--- src/rtl/magc_pkg.sv ---
`timescale 1ns / 1ps
// ----------------------------------------------------------------------------
// magc_pkg
// Shared constants for the accelerometer magnitude block: configuration
// register map, field widths and register reset values.
// ----------------------------------------------------------------------------
package magc_pkg;

  localparam int CFG_IDX_W  = 4;
  localparam int CFG_DATA_W = 16;
  localparam int MAG_W      = 16;

  localparam logic [CFG_IDX_W-1:0] REG_GRAV_MIN = CFG_IDX_W'(0);
  localparam logic [CFG_IDX_W-1:0] REG_GRAV_MAX = CFG_IDX_W'(1);

  localparam logic [CFG_DATA_W-1:0] GRAV_MIN_RST = CFG_DATA_W'(800);
  localparam logic [CFG_DATA_W-1:0] GRAV_MAX_RST = CFG_DATA_W'(1200);

endpackage

--- src/rtl/magc_sqsum.sv ---
`timescale 1ns / 1ps
// ----------------------------------------------------------------------------
// magc_sqsum
// Three-stage front end: absolute value of each axis, squares, sum of squares.
// ----------------------------------------------------------------------------
module magc_sqsum #(
  parameter int AXIS_WIDTH = 16
) (
  input  logic                        clk,
  input  logic                        rst_n,
  input  logic                        en,
  input  logic                        vld_i,
  input  logic signed [AXIS_WIDTH-1:0] ax_i,
  input  logic signed [AXIS_WIDTH-1:0] ay_i,
  input  logic signed [AXIS_WIDTH-1:0] az_i,
  output logic                        vld_o,
  output logic [2*AXIS_WIDTH-1:0]     sum_o
);

  localparam int SUM_W = 2 * AXIS_WIDTH;

  logic                  s1_vld_r, s2_vld_r, s3_vld_r;
  logic [AXIS_WIDTH-1:0] abs_x_r, abs_y_r, abs_z_r;
  logic [AXIS_WIDTH-1:0] abs_x_nxt, abs_y_nxt, abs_z_nxt;
  logic [SUM_W-1:0]      sq_x_r, sq_y_r, sq_z_r;
  logic [SUM_W-1:0]      sum_r;

  // most negative value maps to 2^(W-1), which still fits unsigned
  assign abs_x_nxt = ax_i[AXIS_WIDTH-1] ? (~ax_i + 1'b1) : ax_i;
  assign abs_y_nxt = ay_i[AXIS_WIDTH-1] ? (~ay_i + 1'b1) : ay_i;
  assign abs_z_nxt = az_i[AXIS_WIDTH-1] ? (~az_i + 1'b1) : az_i;

  always_ff @(posedge clk) begin
    if (!rst_n) begin
      s1_vld_r <= 1'b0;
      s2_vld_r <= 1'b0;
      s3_vld_r <= 1'b0;
    end else if (en) begin
      s1_vld_r <= vld_i;
      s2_vld_r <= s1_vld_r;
      s3_vld_r <= s2_vld_r;
    end
  end

  always_ff @(posedge clk) begin
    if (en) begin
      abs_x_r <= abs_x_nxt;
      abs_y_r <= abs_y_nxt;
      abs_z_r <= abs_z_nxt;
      sq_x_r  <= SUM_W'(abs_x_r) * SUM_W'(abs_x_r);
      sq_y_r  <= SUM_W'(abs_y_r) * SUM_W'(abs_y_r);
      sq_z_r  <= SUM_W'(abs_z_r) * SUM_W'(abs_z_r);
      // 3 * 2^(2W-2) < 2^(2W): no carry out
      sum_r   <= sq_x_r + sq_y_r + sq_z_r;
    end
  end

  assign vld_o = s3_vld_r;
  assign sum_o = sum_r;

endmodule

--- src/rtl/magc_isqrt.sv ---
`timescale 1ns / 1ps
// ----------------------------------------------------------------------------
// magc_isqrt
// Pipelined restoring square root: one result bit per stage, AXIS_WIDTH stages.
// ----------------------------------------------------------------------------
module magc_isqrt #(
  parameter int AXIS_WIDTH = 16
) (
  input  logic                    clk,
  input  logic                    rst_n,
  input  logic                    en,
  input  logic                    vld_i,
  input  logic [2*AXIS_WIDTH-1:0] rad_i,
  output logic                    vld_o,
  output logic [AXIS_WIDTH-1:0]   root_o
);

  localparam int SUM_W = 2 * AXIS_WIDTH;

  logic [SUM_W-1:0] rem_r [AXIS_WIDTH];
  logic [SUM_W-1:0] acc_r [AXIS_WIDTH];
  logic             vld_r [AXIS_WIDTH];

  for (genvar i = 0; i < AXIS_WIDTH; i++) begin : g_stage
    localparam int SH = SUM_W - 2 - 2 * i;
    localparam logic [SUM_W-1:0] TRIAL_BIT = SUM_W'(1) << SH;

    logic [SUM_W-1:0] rem_cur, acc_cur, trial;
    logic             vld_cur, take;
    logic [SUM_W-1:0] rem_nxt, acc_nxt;

    if (i == 0) begin : g_first
      assign rem_cur = rad_i;
      assign acc_cur = '0;
      assign vld_cur = vld_i;
    end else begin : g_next
      assign rem_cur = rem_r[i-1];
      assign acc_cur = acc_r[i-1];
      assign vld_cur = vld_r[i-1];
    end

    assign trial   = acc_cur + TRIAL_BIT;
    assign take    = rem_cur >= trial;
    assign rem_nxt = take ? (rem_cur - trial) : rem_cur;
    assign acc_nxt = take ? ((acc_cur >> 1) + TRIAL_BIT) : (acc_cur >> 1);

    always_ff @(posedge clk) begin
      if (!rst_n) begin
        vld_r[i] <= 1'b0;
      end else if (en) begin
        vld_r[i] <= vld_cur;
      end
    end

    always_ff @(posedge clk) begin
      if (en) begin
        rem_r[i] <= rem_nxt;
        acc_r[i] <= acc_nxt;
      end
    end
  end

  assign vld_o  = vld_r[AXIS_WIDTH-1];
  assign root_o = acc_r[AXIS_WIDTH-1][AXIS_WIDTH-1:0];

endmodule

--- src/rtl/accel_magnitude_gravity_check.sv ---
`timescale 1ns / 1ps
// ----------------------------------------------------------------------------
// accel_magnitude_gravity_check
// Vector magnitude of a three-axis accelerometer sample (floor integer square
// root of the sum of squares) plus an inclusive gravity-window flag.
// ----------------------------------------------------------------------------
//
//  channel | handshake            | payload
//  --------+----------------------+-------------------------------------------
//  in      | in_valid / in_stall  | in_accel_x, in_accel_y, in_accel_z
//  out     | out_valid / out_stall| out_vec_mag, out_gravity_like
//  cfg     | cfg_valid / cfg_ready| cfg_index, cfg_data
//
//  One beat per cycle in and out while the pipeline is not frozen. Each
//  sample passes abs, square, sum, one square-root bit per stage, then the
//  output register.
//  The whole pipeline moves together; it freezes only while a result sits in
//  the output register with out_stall high, and in_stall is raised then.
//  Synchronous active-low reset clears all valid bits and loads the window
//  registers with 800 and 1200 mg. cfg_ready is always high.
//
module accel_magnitude_gravity_check
  import magc_pkg::*;
#(
  parameter int AXIS_WIDTH = 16
) (
  input  logic                        clk,
  input  logic                        rst_n,
  // sample beats
  input  logic                        in_valid,
  output logic                        in_stall,
  input  logic signed [AXIS_WIDTH-1:0] in_accel_x,
  input  logic signed [AXIS_WIDTH-1:0] in_accel_y,
  input  logic signed [AXIS_WIDTH-1:0] in_accel_z,
  // result beats
  output logic                        out_valid,
  input  logic                        out_stall,
  output logic [MAG_W-1:0]            out_vec_mag,
  output logic                        out_gravity_like,
  // register writes
  input  logic                        cfg_valid,
  output logic                        cfg_ready,
  input  logic [CFG_IDX_W-1:0]        cfg_index,
  input  logic [CFG_DATA_W-1:0]       cfg_data
);

  localparam int SUM_W = 2 * AXIS_WIDTH;
  // compare width covers both the root and the 16-bit window bounds
  localparam int CMP_W = (AXIS_WIDTH > MAG_W) ? AXIS_WIDTH : MAG_W;

  logic                  adv;
  logic                  sq_vld, rt_vld;
  logic [SUM_W-1:0]      sq_sum;
  logic [AXIS_WIDTH-1:0] root;

  logic [CFG_DATA_W-1:0] grav_min_r, grav_max_r;

  logic                  out_vld_r;
  logic [MAG_W-1:0]      mag_r, mag_nxt;
  logic                  grav_r, grav_nxt;
  logic [CMP_W-1:0]      root_ext;

  // ---- global advance: the pipeline moves unless the output beat is held --
  assign adv      = !out_vld_r || !out_stall;
  assign in_stall = !adv;

  // ---- configuration registers --------------------------------------------
  assign cfg_ready = 1'b1;

  always_ff @(posedge clk) begin
    if (!rst_n) begin
      grav_min_r <= GRAV_MIN_RST;
      grav_max_r <= GRAV_MAX_RST;
    end else if (cfg_valid && cfg_ready) begin
      unique case (cfg_index)
        REG_GRAV_MIN: grav_min_r <= cfg_data;
        REG_GRAV_MAX: grav_max_r <= cfg_data;
        default: ;  // unmapped index: write dropped
      endcase
    end
  end

  // ---- abs / square / sum --------------------------------------------------
  magc_sqsum #(
    .AXIS_WIDTH (AXIS_WIDTH)
  ) u_sqsum (
    .clk   (clk),
    .rst_n (rst_n),
    .en    (adv),
    .vld_i (in_valid),
    .ax_i  (in_accel_x),
    .ay_i  (in_accel_y),
    .az_i  (in_accel_z),
    .vld_o (sq_vld),
    .sum_o (sq_sum)
  );

  // ---- square root ---------------------------------------------------------
  magc_isqrt #(
    .AXIS_WIDTH (AXIS_WIDTH)
  ) u_isqrt (
    .clk    (clk),
    .rst_n  (rst_n),
    .en     (adv),
    .vld_i  (sq_vld),
    .rad_i  (sq_sum),
    .vld_o  (rt_vld),
    .root_o (root)
  );

  // ---- output stage: saturate, window compare on the full root -------------
  assign root_ext = CMP_W'(root);
  assign grav_nxt = (root_ext >= CMP_W'(grav_min_r)) && (root_ext <= CMP_W'(grav_max_r));

  if (AXIS_WIDTH > MAG_W) begin : g_sat
    assign mag_nxt = (|root[AXIS_WIDTH-1:MAG_W]) ? {MAG_W{1'b1}} : root[MAG_W-1:0];
  end else begin : g_nosat
    assign mag_nxt = MAG_W'(root);
  end

  always_ff @(posedge clk) begin
    if (!rst_n) begin
      out_vld_r <= 1'b0;
    end else if (adv) begin
      out_vld_r <= rt_vld;
    end
  end

  always_ff @(posedge clk) begin
    if (adv) begin
      mag_r  <= mag_nxt;
      grav_r <= grav_nxt;
    end
  end

  assign out_valid        = out_vld_r;
  assign out_vec_mag      = mag_r;
  assign out_gravity_like = grav_r;

endmodule

--- config.mk ---
export PLATFORM = sky130hd
export DESIGN_NAME = accel_magnitude_gravity_check
export DESIGN_NICKNAME = d
export VERILOG_FILES = /design/src/rtl/magc_pkg.sv /design/src/rtl/magc_sqsum.sv /design/src/rtl/magc_isqrt.sv /design/src/rtl/accel_magnitude_gravity_check.sv
export SDC_FILE = /design/constraint.sdc
export NUM_CORES = 2
export LEC_CHECK = 0
export BUFFER_PORTS_ARGS = -buffer_cell sky130_fd_sc_hd__buf_2
export CORE_ASPECT_RATIO = 0.9
export CORE_UTILIZATION = 65
export CTS_CLUSTER_SIZE = 8
export DETAILED_ROUTE_END_ITERATION = 16
export PLACE_DENSITY = 0.82
export RECOVER_POWER = 50
export SLEW_MARGIN = 0
export SYNTH_ARGS = -nofsm -noshare
export SYNTH_HDL_FRONTEND = slang
export SYNTH_SLANG_ARGS = --single-unit
--- constraint.sdc ---
create_clock -name clk -period 33.1 [get_ports clk]
set_clock_uncertainty 0.15 [all_clocks]
set_input_delay 3.31 -clock clk [delete_from_list [all_inputs] [get_ports clk]]
set_output_delay 3.31 -clock clk [all_outputs]
set_load 0.05 [all_outputs]
==> results.py <==
metrics = {
    "die": {
        "die_x_um": 327,
        "initial_core_util": 0.661,
        "coreArea_mm2": 0.0935,
        "fp-row-count": 106,
        "die_y_um": 295,
        "io_pins": 93,
        "die_area_mm2": 0.0964,
    },
    "timing": {
        "finalCriticalPeriod_ps": 13490,
        "relSlewSlack": -5.54,
        "worst_pin_slew_ps": 9800,
        "final-hold-violation-count": 0,
        "tns_ps": 0,
        "clock.fmax_mhz": 74.1,
        "layout_setup_ws_ps": 19610,
        "period_share": 0.408,
        "finalSetupViolCount": 0,
        "maxSlewViolCount": 240,
        "rsz0062_at_grt": "no",
    },
    "detailed_routing": {
        "drc": 0,
        "num_vias": 40600,
        "drt-total-wl_mm": 130,
        "routed_via_density": 5.83,
        "wl_per_cell_um": 18.7,
        "antenna_left": 0,
        "dr.pass1.iters": 6,
        "drt_iter0_drc": 2708,
    },
    "final_layout": {
        "fin_cells": 6975,
        "layout.area.seq_mm2": 0.0254,
        "finalNetCount": 6808,
        "n_antenna_cell": 0,
        "multi_input_area_mm2": 0.0321,
        "drive_gt1_frac": 0.0460,
        "fin_util": 0.712,
        "area_growth_pct": 7.72,
        "fill_cells": 6237,
    },
    "yosys": {
        "synth.top_cell.area_share": 0.399,
        "synth_top_family_by_area": "adder cells",
        "synthSimpleGateAreaFrac": 0.111,
        "async_reset_ff_frac": 0,
        "synth_compound_area_frac": 0.0835,
        "synth_edf_count": 821,
        "ys_warn_count": 0,
        "yosysUniqueCellTypes": 81,
        "yosys.area.top_type": "edfxtp_1",
        "synth_fa_ha_area_frac": 0.271,
        "synth-seq-cells": 858,
        "synthFlopType": "edfxtp_1",
        "postSynthCellCount": 5599,
        "synth.area.mux_share": 0.00431,
        "synth_area_leaders": "edfxtp_1 40%, fa_1 17%, ha_1 10%, inv_1 6.1%, xnor2_1 3.2%",
        "syn_area_mm2": 0.0618,
        "synth_xor_area_frac": 0.0507,
        "seq_area_frac_synth": 0.411,
        "syn_avg_cell_area_um2": 11.0,
    },
    "flow_run": {
        "max-cap-violations": 3,
    },
    "placed_design": {
        "port_buffers": 91,
        "gp_congestion": 0.914,
        "post-dp-hpwl_mm": 97.1,
        "place_ws_ps": 25490,
        "dp.cells": 6830,
    },
    "worst_setup_path": {
        "path_cells": "buf_2 > nand2_1 > clkbuf_1 > buf_4 > buf_4",
        "timing.rr.end": "u_sqsum.abs_y_r[12]",
        "start_kind": "input pin",
        "cp_top_family": "buffers and inverters",
        "critPathBufInv": 4,
        "arrival_ps": 13630,
        "critPathLaunch": "out_stall",
        "crit_path_top_delay_cell": "clkbuf_1",
        "path_max_fanout": 186,
        "r2r_start": "out_valid",
        "rrSetupSlack_ps": 22000,
        "setup.worst_path.end": "u_sqsum.abs_y_r[12]",
        "path_depth": 5,
        "slowest_delay_ps": 6750,
        "end_kind": "register",
        "crit_top_cell": "buf_4",
        "crit_required_ps": 33250,
        "crit_type": "input pin to register",
        "reg2reg_depth": 4,
    },
    "clock_network": {
        "htreeDepth": 3,
        "root_buffer": "clkbuf_16",
        "post_cts.repair.setup_buffers": 0,
        "post_cts_resized": 0,
        "cts.sinks": 858,
        "cts_buffer_depth": 3,
        "clkTransAtPathRegs_ps": 50,
        "holdBufCountCts": 0,
        "cts_made_buffers": 118,
        "cts_tree": "yes",
        "clk_latency_ps": 710,
    },
    "global_routing": {
        "grt_pass1_wl_mm": 212,
        "grt.overflow.total": 0,
        "grt_max_degree": 219,
        "antenna_found_initial": 0,
        "track_usage": 0.276,
        "grt_pass1_vias": 42900,
    },
    "worst_hold_path": {
        "hp-class": "register to register",
    },
    "run_status": {
        "outcome": "finished, violations left",
        "violations": "capacitance limit, slew limit",
    },
}
-- state kept, by name, summed over array words and instances, names as in the netlist, 16 cells and up --
| register | count |
|---|---|
| grav_max_r | 16 |
| grav_min_r | 16 |
| out_vec_mag | 16 |
| u_isqrt.acc_r | 136 |
| u_isqrt.rem_r | 480 |
| u_isqrt.vld_r | 16 |
| u_sqsum.abs_x_r | 16 |
| u_sqsum.abs_y_r | 16 |
| u_sqsum.abs_z_r | 16 |
| u_sqsum.sq_x_r | 31 |
| u_sqsum.sq_y_r | 31 |
| u_sqsum.sq_z_r | 31 |
| u_sqsum.sum_o | 32 |
-- cell usage after synthesis (all sizes together) (20+ instances only) --
master	count
nor4	77
nand2	501
a21boi	41
o21a	54
edfxtp	821
nand4	38
a21oi	236
fa	517
nor2	234
ha	510
dfxtp	37
a21o	113
nand2b	58
and2	144
and3	33
xor2	129
nor3	82
inv	1011
nand3	57
o31ai	35
o21ai	174
o21bai	21
mux2	21
o211ai	20
or3	34
or2	21
or4	22
nor2b	47
xnor2	229
clkbuf	106
-- cell families (layout without fill, tap and decap cells) --
family,count (synthesis),in the layout
compound gates,809,809
xor+xnor,358,358
fa+ha+maj,1027,1027
buf+inv,1126,1258
flops,858,858
mux,24,24
other cells,2,4
simple gates,1395,1395
-- placed cells by master (no fill, tap or decap), drive strengths merged, types with 11 or more instances in the layout --
| cell type | n |
|---|---|
| a31o | 11 |
| ha | 510 |
| and2 | 144 |
| xor2 | 129 |
| clkbuf | 148 |
| xnor2 | 229 |
| inv | 1012 |
| or3 | 34 |
| o31ai | 35 |
| a21oi | 236 |
| nand3 | 57 |
| nand4 | 38 |
| or4 | 22 |
| o21bai | 21 |
| o21ai | 174 |
| nor2b | 47 |
| nor3 | 82 |
| nor2 | 234 |
| o21a | 54 |
| and3 | 33 |
| nand2b | 58 |
| buf | 90 |
| dfxtp | 37 |
| nor4b | 16 |
| nand2 | 501 |
| a31oi | 18 |
| a211oi | 18 |
| or2 | 21 |
| nor4 | 77 |
| a21boi | 41 |
| mux2 | 21 |
| o211ai | 20 |
| a21o | 113 |
| edfxtp | 821 |
| fa | 517 |
-- through the flow --
| stage | hold slack, ps | cell area (µm²) |
|---|---|---|
| 6_report | 269 | 66600 |
| 3_3_place_gp | 273 | 63500 |
| 4_1_cts | 276 | 66700 |
| 2_1_floorplan | 267 | 61800 |
| 5_1_grt | 275 | 66600 |
| 3_5_place_dp | 279 | 63500 |
-- metal layers --
layer / part of all wire / vias to the layer above / global-route usage
met2: 0.54 / 1312 / 0.530
met1: 0.37 / 20000 / 0.300
li1: - / 19000 / -
met3: 0.048 / 331 / 0.0399
met4: 0.043 / 0 / 0.119
met5: 0 / - / 0
-- worst min-delay path by stage --
stage	startpoint	endpoint	slack, ps	cells past startpoint
detailed placement	u_isqrt.rem_r[1][99]	u_isqrt.rem_r[1][131]	280	0
CTS	u_isqrt.rem_r[0][142]	u_isqrt.rem_r[0][174]	280	0
finish	u_isqrt.rem_r[0][21]	u_isqrt.rem_r[0][53]	270	0
global route	u_isqrt.rem_r[0][136]	u_isqrt.rem_r[0][168]	280	0
global placement	u_isqrt.rem_r[1][10]	u_isqrt.rem_r[1][42]	270	0
floorplan	u_isqrt.rem_r[0][113]	u_isqrt.rem_r[0][145]	270	0
-- worst register-to-register path, delay by kind of cell (launching register included) --
family / cells / cell delay [ps]
buf+inv: 3 / 9510
flops: 1 / 300
simple gates: 1 / 680
-- area by class of cell --
| type | instances | share of cell area |
|---|---|---|
| timing repair buffer | 102 | 0.00785 |
| sequential | 858 | 0.381 |
| multi-input combinational | 3617 | 0.483 |
| tap | 1242 | 0.0233 |
| clock buffer | 136 | 0.0454 |
| inverter | 1011 | 0.0570 |
| clock inverter | 9 | 0.00267 |
Power is left out: the tool's default activity adds up to more than one toggle a clock period on the data nets, which glitch-free logic cannot reach.
